==> src/hdl/crc32wb_pkg.sv <==
// Shared constants and types for the CRC-32 word engine.
package crc32wb_pkg;

	// Largest item that takes the Barrett word path, in bytes.
	localparam int WORD_BYTES = 8;

	// Bits of the variant register.
	localparam int VARIANT_W      = 2;
	localparam int VAR_BIT_CASTAG = 0;   // selects the CRC-32C polynomial on the reflected path
	localparam int VAR_BIT_NORMAL = 1;   // selects the normal MSB-first path

	// Configuration register indexes.
	localparam logic CFG_IDX_VARIANT = 1'b0;
	localparam logic CFG_IDX_SEED    = 1'b1;

	// Barrett quotient constants.
	localparam logic [63:0] QT_LE_CRC32  = 64'h5a72_d812_fb80_8b20;
	localparam logic [63:0] QT_LE_CRC32C = 64'ha434_f61c_6f53_89f8;
	localparam logic [63:0] QT_BE_CRC32  = 64'h04d1_01df_481b_4e5a;

	// Generator polynomials.
	localparam logic [31:0] POLY_LE_CRC32  = 32'hedb8_8320;
	localparam logic [31:0] POLY_LE_CRC32C = 32'h82f6_3b78;
	localparam logic [31:0] POLY_BE_CRC32  = 32'h04c1_1db7;

	// Controls handed to the byte folding unit.
	typedef struct packed {
		logic        normal;
		logic [31:0] poly_le;
	} fold_ctrl_t;

endpackage

==> src/hdl/crc32_word_barrett_core.sv <==
// Top level of the CRC-32 word engine: stream ports, configuration and sequencer.
// A full eight-byte item makes four passes through the shared 32x32 carry-less multiplier,
// then its result moves into the output register; a partial item of n bytes is first
// folded at one byte fold per cycle. The input is ready again only once the result has
// moved to the output register, which waits while it is full, so one item is taken at a time.
// Reset (arst_n low, asynchronous) clears the remainder, variant and seed registers to zero.
module crc32_word_barrett_core #(
	parameter int WORD_BYTES = crc32wb_pkg::WORD_BYTES
) (
	input  logic        clk,
	input  logic        arst_n,
	// Configuration write port.
	input  logic        cfg_we,
	input  logic        cfg_index,
	input  logic [31:0] cfg_wdata,
	// Input stream.
	input  logic        s_axis_tvalid,
	output logic        s_axis_tready,
	input  logic [71:0] s_axis_tdata,   // [63:0] data_bytes, [67:64] byte_count, [71:68] zero
	input  logic        s_axis_tuser,   // [0] first
	// Result stream.
	output logic        m_axis_tvalid,
	input  logic        m_axis_tready,
	output logic [31:0] m_axis_tdata    // [31:0] crc_value
);

	// One-hot sequencer states.
	typedef enum logic [3:0] {
		ST_IDLE = 4'b0001,
		ST_WORD = 4'b0010,
		ST_BYTE = 4'b0100,
		ST_EMIT = 4'b1000
	} state_t;

	state_t state_q;
	state_t state_d;

	logic [crc32wb_pkg::VARIANT_W-1:0] variant_q;
	logic [31:0] seed_q;

	// The running remainder. It is also the working remainder while an item is folded,
	// since only one item is ever in flight.
	logic [31:0] crc_q;

	// Holds the Barrett operand s during a word, or the remaining bytes during a partial item.
	logic [63:0] work_q;
	// Partial product accumulator for the first carry-less multiply.
	logic [63:0] acc_q;
	logic [1:0]  step_q;
	logic [3:0]  rem_q;

	logic        out_valid_q;
	logic [31:0] out_data_q;

	// Decoded input fields.
	logic [63:0] in_data;
	logic [3:0]  in_count;
	logic [3:0]  count_c;
	logic        in_first;
	logic        in_fire;
	logic        word_go;
	logic [31:0] crc_start;
	logic [63:0] data_swapped;
	logic [63:0] s_start;

	// Variant decode.
	logic        normal;
	logic [31:0] poly_le;
	logic [63:0] qt_le;

	// Shared multiplier operands and product.
	logic [31:0] mul_a;
	logic [31:0] mul_b;
	logic [62:0] mul_p;
	logic [63:0] t_word;

	logic [31:0] fold_out;
	crc32wb_pkg::fold_ctrl_t fold_ctrl;

	logic emit_fire;

	assign in_data  = s_axis_tdata[63:0];
	assign in_count = s_axis_tdata[67:64];
	assign in_first = s_axis_tuser;

	assign s_axis_tready = (state_q == ST_IDLE);
	assign in_fire       = s_axis_tvalid && s_axis_tready;

	// Counts above eight saturate to a full word.
	assign count_c = (in_count > 4'd8) ? 4'd8 : in_count;
	assign word_go = (WORD_BYTES == 8) && (count_c == 4'd8);

	assign normal  = variant_q[crc32wb_pkg::VAR_BIT_NORMAL];
	assign poly_le = variant_q[crc32wb_pkg::VAR_BIT_CASTAG] ? crc32wb_pkg::POLY_LE_CRC32C
	                                                        : crc32wb_pkg::POLY_LE_CRC32;
	assign qt_le   = variant_q[crc32wb_pkg::VAR_BIT_CASTAG] ? crc32wb_pkg::QT_LE_CRC32C
	                                                        : crc32wb_pkg::QT_LE_CRC32;

	assign crc_start = in_first ? seed_q : crc_q;

	// The normal path takes the message bytes most significant first.
	always_comb begin
		data_swapped = '0;
		for (int i = 0; i < 8; i++) begin
			data_swapped[8*(7-i) +: 8] = in_data[8*i +: 8];
		end
	end

	// On a word, work_q is loaded with the Barrett operand s; otherwise with the raw bytes.
	always_comb begin
		if (!word_go) begin
			s_start = in_data;
		end else if (normal) begin
			s_start = {crc_start, 32'b0} ^ data_swapped;
		end else begin
			s_start = {32'b0, crc_start} ^ in_data;
		end
	end

	// The quotient estimate t is formed from the accumulated low or high product half and s.
	assign t_word = normal ? (acc_q ^ work_q) : ({acc_q[62:0], 1'b0} ^ work_q);

	// Operand schedule. The reflected path needs the low half of s * qt, built from three
	// partial products, then t_hi * poly. The normal path needs the high half of s * qt,
	// again three partial products, then t_lo * poly.
	always_comb begin
		mul_a = work_q[31:0];
		mul_b = qt_le[31:0];
		if (normal) begin
			unique case (step_q)
				2'd0: begin
					mul_a = work_q[63:32];
					mul_b = crc32wb_pkg::QT_BE_CRC32[63:32];
				end
				2'd1: begin
					mul_a = work_q[63:32];
					mul_b = crc32wb_pkg::QT_BE_CRC32[31:0];
				end
				2'd2: begin
					mul_a = work_q[31:0];
					mul_b = crc32wb_pkg::QT_BE_CRC32[63:32];
				end
				default: begin
					mul_a = t_word[31:0];
					mul_b = crc32wb_pkg::POLY_BE_CRC32;
				end
			endcase
		end else begin
			unique case (step_q)
				2'd0: begin
					mul_a = work_q[31:0];
					mul_b = qt_le[31:0];
				end
				2'd1: begin
					mul_a = work_q[31:0];
					mul_b = qt_le[63:32];
				end
				2'd2: begin
					mul_a = work_q[63:32];
					mul_b = qt_le[31:0];
				end
				default: begin
					mul_a = t_word[63:32];
					mul_b = poly_le;
				end
			endcase
		end
	end

	crc32wb_clmul u_clmul (
		.a (mul_a),
		.b (mul_b),
		.p (mul_p)
	);

	assign fold_ctrl.normal  = normal;
	assign fold_ctrl.poly_le = poly_le;

	crc32wb_byte_fold u_byte_fold (
		.ctrl      (fold_ctrl),
		.crc_in    (crc_q),
		.data_byte (work_q[7:0]),
		.crc_out   (fold_out)
	);

	// A result leaves the EMIT state once the output register is free or being drained.
	assign emit_fire = (state_q == ST_EMIT) && (!out_valid_q || m_axis_tready);

	// Sequencer.
	always_comb begin
		state_d = state_q;
		unique case (state_q)
			ST_IDLE: begin
				if (in_fire) begin
					if (word_go) begin
						state_d = ST_WORD;
					end else if (count_c != 4'd0) begin
						state_d = ST_BYTE;
					end else begin
						state_d = ST_EMIT;
					end
				end
			end
			ST_WORD: begin
				if (step_q == 2'd3) begin
					state_d = ST_EMIT;
				end
			end
			ST_BYTE: begin
				if (rem_q == 4'd1) begin
					state_d = ST_EMIT;
				end
			end
			ST_EMIT: begin
				if (emit_fire) begin
					state_d = ST_IDLE;
				end
			end
			default: begin
				state_d = ST_IDLE;
			end
		endcase
	end

	always_ff @(posedge clk or negedge arst_n) begin
		if (!arst_n) begin
			state_q <= ST_IDLE;
		end else begin
			state_q <= state_d;
		end
	end

	// Configuration registers.
	always_ff @(posedge clk or negedge arst_n) begin
		if (!arst_n) begin
			variant_q <= '0;
			seed_q    <= '0;
		end else if (cfg_we) begin
			unique case (cfg_index)
				crc32wb_pkg::CFG_IDX_VARIANT: variant_q <= cfg_wdata[crc32wb_pkg::VARIANT_W-1:0];
				crc32wb_pkg::CFG_IDX_SEED:    seed_q    <= cfg_wdata;
				default:                      seed_q    <= seed_q;
			endcase
		end
	end

	// Running remainder.
	always_ff @(posedge clk or negedge arst_n) begin
		if (!arst_n) begin
			crc_q <= '0;
		end else if (in_fire) begin
			crc_q <= crc_start;
		end else if ((state_q == ST_WORD) && (step_q == 2'd3)) begin
			crc_q <= normal ? mul_p[31:0] : mul_p[62:31];
		end else if (state_q == ST_BYTE) begin
			crc_q <= fold_out;
		end
	end

	// Step and byte counters.
	always_ff @(posedge clk or negedge arst_n) begin
		if (!arst_n) begin
			step_q <= '0;
			rem_q  <= '0;
		end else if (in_fire) begin
			step_q <= '0;
			rem_q  <= count_c;
		end else if (state_q == ST_WORD) begin
			step_q <= step_q + 2'd1;
		end else if (state_q == ST_BYTE) begin
			rem_q <= rem_q - 4'd1;
		end
	end

	// Datapath registers.
	always_ff @(posedge clk) begin
		if (in_fire) begin
			work_q <= s_start;
		end else if (state_q == ST_BYTE) begin
			work_q <= {8'b0, work_q[63:8]};
		end
		if (state_q == ST_WORD) begin
			if (step_q == 2'd0) begin
				acc_q <= {1'b0, mul_p};
			end else if (normal) begin
				acc_q <= acc_q ^ {33'b0, mul_p[62:32]};
			end else begin
				acc_q <= acc_q ^ {mul_p[31:0], 32'b0};
			end
		end
	end

	// Output register: holds a finished result until it is taken.
	always_ff @(posedge clk or negedge arst_n) begin
		if (!arst_n) begin
			out_valid_q <= 1'b0;
		end else if (emit_fire) begin
			out_valid_q <= 1'b1;
		end else if (m_axis_tready) begin
			out_valid_q <= 1'b0;
		end
	end

	always_ff @(posedge clk) begin
		if (emit_fire) begin
			out_data_q <= crc_q;
		end
	end

	assign m_axis_tvalid = out_valid_q;
	assign m_axis_tdata  = out_data_q;

endmodule

==> src/hdl/crc32wb_clmul.sv <==
// Shared 32x32 carry-less multiplier with a 63-bit product.
module crc32wb_clmul (
	input  logic [31:0] a,
	input  logic [31:0] b,
	output logic [62:0] p
);

	always_comb begin
		logic [62:0] sum;
		sum = '0;
		for (int i = 0; i < 32; i++) begin
			sum = sum ^ (({31'b0, a} << i) & {63{b[i]}});
		end
		p = sum;
	end

endmodule

==> src/hdl/crc32wb_byte_fold.sv <==
// Folds one message byte into the CRC remainder, bit by bit.
module crc32wb_byte_fold (
	input  crc32wb_pkg::fold_ctrl_t ctrl,
	input  logic [31:0]             crc_in,
	input  logic [7:0]              data_byte,
	output logic [31:0]             crc_out
);

	always_comb begin
		logic [31:0] c;
		if (ctrl.normal) begin
			c = crc_in ^ {data_byte, 24'b0};
			for (int k = 0; k < 8; k++) begin
				c = {c[30:0], 1'b0} ^ (c[31] ? crc32wb_pkg::POLY_BE_CRC32 : 32'b0);
			end
		end else begin
			c = crc_in ^ {24'b0, data_byte};
			for (int k = 0; k < 8; k++) begin
				c = {1'b0, c[31:1]} ^ (c[0] ? ctrl.poly_le : 32'b0);
			end
		end
		crc_out = c;
	end

endmodule

==> config.mk <==
export PLATFORM = sky130hd
export DESIGN_NAME = crc32_word_barrett_core
export DESIGN_NICKNAME = d
export VERILOG_FILES = /design/src/hdl/crc32wb_pkg.sv /design/src/hdl/crc32_word_barrett_core.sv /design/src/hdl/crc32wb_clmul.sv /design/src/hdl/crc32wb_byte_fold.sv
export SDC_FILE = /design/constraint.sdc
export NUM_CORES = 2
export LEC_CHECK = 0
export BUFFER_PORTS_ARGS = -buffer_cell sky130_fd_sc_hd__buf_2
export CORE_ASPECT_RATIO = 1.5
export CORE_MARGIN = 3
export CORE_UTILIZATION = 55
export DETAILED_ROUTE_END_ITERATION = 8
export PLACE_DENSITY = 0.71
export SYNTH_ARGS = -nofsm -noshare
export SYNTH_HDL_FRONTEND = slang
export SYNTH_SLANG_ARGS = --single-unit
==> constraint.sdc <==
create_clock -name clk -period 5.64 [get_ports clk]
set_input_delay 0.846 -clock clk [delete_from_list [all_inputs] [get_ports clk]]
set_output_delay 0.846 -clock clk [all_outputs]
set_load 0.05 [all_outputs]
# Word level (Yosys, flattened, before mapping)
# Cells that the tools add are included.
[word_totals] elab_cells=185 inputBits=111 ff_bits=237 output_inout_bits=34
[classes] magnitude_cmp=1 n_reduce_logical=17 bitwise=88 n_eq_ne=14 mux=52 n_addsub=2
[op_table] cell="63-bit bitwise XOR" n=31
[op_table] cell="32-bit two-way mux" n=16
[op_table] cell="64-bit two-way mux" n=7
[op_table] cell="32-bit bitwise XOR" n=9
[op_table] cell="31-bit by 32-bit bitwise XOR with 32-bit output" n=8
[op_table] cell="64-bit bitwise XOR" n=4
[op_table] cell="27-bit two-way mux" n=8
[op_table] cell="32-bit case mux with 2 select lines" n=3
[op_table] cell="32-bit by 64-bit bitwise XOR with 64-bit output" n=1
[op_table] cell="64-bit by 31-bit bitwise XOR with 64-bit output" n=1
[op_table] cell="32-bit by 63-bit AND with 63-bit output" n=1
[op_table] cell="33-bit by 63-bit AND with 63-bit output" n=1
[op_table] cell="34-bit by 63-bit AND with 63-bit output" n=1
[op_table] cell="35-bit by 63-bit AND with 63-bit output" n=1
[op_table] cell="36-bit by 63-bit AND with 63-bit output" n=1
[op_table] cell="37-bit by 63-bit AND with 63-bit output" n=1
[op_table] cell="38-bit by 63-bit AND with 63-bit output" n=1
[op_table] cell="39-bit by 63-bit AND with 63-bit output" n=1
[op_table] cell="40-bit by 63-bit AND with 63-bit output" n=1
[op_table] cell="41-bit by 63-bit AND with 63-bit output" n=1
[op_table] cell="42-bit by 63-bit AND with 63-bit output" n=1
[op_table] cell="43-bit by 63-bit AND with 63-bit output" n=1
[op_table] cell="44-bit by 63-bit AND with 63-bit output" n=1
[op_table] cell="45-bit by 63-bit AND with 63-bit output" n=1
[op_table] cell="other kinds (48)" n=72

# Longest topological paths before layout
[depth] depth_word=39 mapped_depth=20 mapped_depth_nobuf=13

# Modules after synthesis
# From an unflattened synthesis, not the netlist that was laid out.
[hier_totals] hier_cells=4562 area_unflattened_um2=35295.1
[modules_own_cells] module="crc32_word_barrett_core" cells_each=1501 seq_area_each_um2=6702.7 area_each_um2=15217.1 n_inst=1
[modules_own_cells] module="crc32wb_clmul" cells_each=2177 seq_area_each_um2=0.0 area_each_um2=13396.6 n_inst=1
[modules_own_cells] module="crc32wb_byte_fold" cells_each=884 seq_area_each_um2=0.0 area_each_um2=6681.4 n_inst=1

# Least setup slack after synthesis
# Ideal clock, no wire load.
[synth_path] kind="register -> register" from="reg variant_q[1] (netlist name)" to="reg acc_q[0] (enable)" required_time_ns=5.221 setup_time_ns=0.419 t_arrival_ns=3.588 synth_period_minus_slack_ns=4.007 path_buffers=9 setup_slack_ns=1.633 path_stages_with_launch=12 path_cell_list="dfrtp_1 > buf_4 > buf_6 > buf_6 > buf_4 > buf_2 > buf_2 > clkbuf_1 > buf_1 > clkbuf_1 > nor2_1 > nor2_1"
[synth_lines] element="to (signal assigned)" line_no="crc32_word_barrett_core.sv:284" text="acc_q <= {1'b0, mul_p};"
[synth_lines] element="to (signal assigned)" line_no="crc32_word_barrett_core.sv:286" text="acc_q <= acc_q ^ {33'b0, mul_p[62:32]};"
[synth_lines] element="to (signal assigned)" line_no="crc32_word_barrett_core.sv:288" text="acc_q <= acc_q ^ {mul_p[31:0], 32'b0};"
[synth_lines] element="to (decl)" line_no="crc32_word_barrett_core.sv:48" text="logic [63:0] acc_q;"

# Worst setup path after layout
[layout_path] from="reg step_q[0]" to="reg acc_q[10] (data pin)"
[layout_via] elab_chain_len=39 word_cells_on_any_way=77 classes_between="eq/ne: 2; mux: 8; bitwise: 64; reduce/logical: 3"
[layout_rtl] element="from (decl)" line_no="crc32_word_barrett_core.sv:49" text="logic [1:0] step_q;"
[layout_rtl] element="from (signal assigned)" line_no="crc32_word_barrett_core.sv:269" text="step_q <= step_q + 2'd1;"
[layout_rtl] element="2-bit == test or 2-bit logical NOT (tied branches)" line_no="crc32_word_barrett_core.sv:130, crc32_word_barrett_core.sv:149, crc32_word_barrett_core.sv:283"
[layout_rtl] element="2-bit OR reduction (no source line)"
[layout_rtl] element="32-bit case mux with 2 select lines or 31-bit case mux with 2 select lines (tied branches)" line_no="crc32_word_barrett_core.sv:149, crc32_word_barrett_core.sv:130"
[layout_rtl] element="32-bit two-way mux" line_no="crc32_word_barrett_core.sv:129" text="if (normal) begin"
[layout_rtl] element="32-bit by 63-bit AND with 63-bit output or 33-bit by 63-bit AND with 63-bit output (tied branches)" line_no="crc32wb_clmul.sv:12" text="sum = sum ^ (({31'b0, a} << i) & {63{b[i]}});"
[layout_rtl] element="63-bit bitwise XOR (31 in a row)" line_no="crc32wb_clmul.sv:12"
[layout_rtl] element="64-bit by 31-bit bitwise XOR with 64-bit output" line_no="crc32_word_barrett_core.sv:286"
[layout_rtl] element="64-bit two-way mux" line_no="crc32_word_barrett_core.sv:285" text="end else if (normal) begin"
[layout_rtl] element="63-bit two-way mux (*)" line_no="crc32_word_barrett_core.sv:283" text="if (step_q == 2'd0) begin"
# Every way passes the cells marked *; elsewhere a longest branch is shown, timed or not.
# A chain may end at the register's enable or synchronous reset.

==> impl_results.md <==
* Synthesized Nets at around 4000
* Seq/Total Area, Yosys at 21.28%
* Largest net degree at the start of global routing at 116
* Total Routing Usage GR at 47.66%
* Fin area at 33960 um^2
* Placed Area at 33240 um^2
* EDFF count, synth at 159
* Worst setup EP type: flip-flop
* Port Buf Inserts at 140
* Shortest period the worst path allows at approximately 5100 ps
* 1st-iter DRT viols at 4371
* Status: complete, no violations
* Crit start category: flip-flop
* Prevailing post-synth register cell: edfxtp_1
* Routed wire per std cell at a little over 30 um
* CP max FO at 34
* Core area at 56230 um^2
* Final setup TNS at 0 ps
* CTS tree: yes
* Cell variety after synth at 97
* Fin. Hold Viols at 0
* Starting Density at a little under three fifths
* RD Place Congestion at 1.110
* FFs w/ async S/R, synth at 32.63%
* I/O pins at 145
* Remaining DRCs at 0
* Final Skew at 29.47 ps
* Clk sink count at about 240
* Fmax at 0.1965 GHz
* Wirelength, routed at about 150000 um
* First-pass GRT wire length at 211500 um
* RSZ-0062 raised after global routing: no
* Finished Layout Cells at 4791
* DP HPWL at around 110000 um
* Post-cts sizing count at 0
* Worst slew margin at a little under a tenth
* Post-CTS setup-driven buffer insertion count at 0
* Syn. warnings at 0
* Final Max Slew Viols at 0
* Via Count at around 31000
* DRT antenna net count at 0
* Cts bufs inserted at 21
* Die W at 201.4 um
* CP Class: flip-flop to flip-flop
* CTS H-tree depth at 1
* Post-Syn Area at 31500 um^2
* Chip height at 299.1 um
* Placed Cells incl. Taps at 4746
* GRT overflow at 0
* Final nets at 4132
* Die area at approximately 60000 um^2
* Post-synth top area cell: xnor2_1
* Clk pin slew, worst setup/hold paths at 80 ps
* Detailed Routing Iterations Pass 1 at 8
* Commonest cells post-synth: 873 x nor2_1, 860 x xnor2_1, 326 x nand2_1, 228 x xor2_1, 171 x o21ai_0
* Yosys top cell area share at 23.92%
* Root Buffer: clkbuf_16
* Antenna violations before repair at 8
* Vias in the first global route at between 20000 and 30000
* WP data arrival at 5340 ps
* Most area-consuming cells after synthesis: xnor2_1 24%, edfxtp_1 15%, nor2_1 10%
* Fin util at between 60 and 70%
* Mapped Cells at 3974
* Cell with the most instances after synthesis: nor2_1
* Tcrit/Tclk final at 90.23%
* Req. time, crit path at 5890 ps
* # rows at 106
* Worst R2R Path Depth at 13
* Layout cells sized above 1 at 13.76%
* Max-Cap Viols at 0
* Skew-Pair Late Insertion Delay at 550 ps
* Clk buf depth at 3
* Area delta synth->final at 7.818%
* Average cell area after synthesis at 7.925 um^2
* Hold-fix buffers, CTS at 0
* HP Class: input port to asynchronous set/reset pin
* DR vias/cell at 6.536
* Worst-Margin Slew at 1352 ps
* Final setup fails at 0
* Synthesized flop and latch total at 236
-- per-stage QoR --
step | hold slack (ps) | worst slack (ps)
finish | 510.9 | 550.9
global route | 520.4 | 188.2
CTS | 508.0 | 848.8
detailed placement | 489.8 | 863.2
global placement | 483.7 | 904.2
floorplan | 419.6 | 1633
-- layout by cell type (no fill, tap or decap), drive strengths merged, types with 14 or more instances in the layout --
cell type / instances
a21oi: 168
a22oi: 31
buf: 338
o21ai: 193
dfrtp: 76
nand3: 18
xnor3: 55
xnor2: 875
a221oi: 35
mux2: 54
a31oi: 19
edfxtp: 159
a211oi: 25
nand2: 328
o31ai: 26
mux2i: 59
o22ai: 74
inv: 17
xor2: 231
and3: 14
nand2b: 38
and2: 24
a32oi: 16
nor2: 882
o221ai: 15
o211ai: 18
a2bb2oi: 26
nor3: 46
clkbuf: 23
-- critical path, stage by stage (launching register included) --
cell and delay (ps):
dfrtp_1 580, ha_4 500, buf_4 490, nor3_2 170, buf_4 240, nor2_1 810
nand2_1 150, xnor2_1 290, xnor2_1 180, xnor3_1 350, xnor2_1 170, xnor2_2 580
xnor2_1 200, o31ai_1 90
-- routing by layer --
metal | GRT usage, % | up-vias | share of wire [%]
li1 | - | 13370 | -
met4 | 46.63 | 2 | 13
met5 | 0 | - | 0.0088
met3 | 10.94 | 797 | 11
met2 | 73.44 | 2488 | 43
met1 | 53.57 | 14660 | 33
-- cell type report --
cell class	instances	area [um^2]
diodes	8	20.02
inverters	16	62.56
clock buffers	23	543.0
flip-flops and latches	236	6708
well taps	756	945.9
clock inverters	14	158.9
multi-input cells	3400	23220
fillers	5344	22280
repair buffers	338	2302
-- flip-flops by register name, indices dropped and copies added, names as in the netlist --
name and flops:
variant_q 2, m_axis_tvalid 1, seed_q 32, m_axis_tdata 32
crc_q 32, rem_q 4, state_q 4, work_q 64
acc_q 63, step_q 2
-- kinds of logic after synthesis --
logic type | after synthesis | share of synthesized area, %
DFF | 236 | 21.28
adders and majority gates | 8 | 0.3178
xor gates and xnor gates | 1162 | 35.27
buffers and inverters | 338 | 5.554
and+or+nand+nor | 1393 | 18.14
muxes | 119 | 4.286
AOI/OAI and AO/OA | 718 | 15.16
-- final timing paths --
| check | startpoint | endpoint | slack, ps |
|---|---|---|---|
| min | arst_n | crc_q[26] | 510 |
| max reg2reg | step_q[0] | acc_q[10] | 550 |
| min in group clk | seed_q[12] | seed_q[12] | 510 |
| min reg2reg | seed_q[12] | seed_q[12] | 510 |
| max in group asynchronous | arst_n | variant_q[1] | 4370 |
| max | step_q[0] | acc_q[10] | 550 |
Power is not shown: default switching activity piles up to over one toggle a cycle in this logic, so the estimate is an artifact.
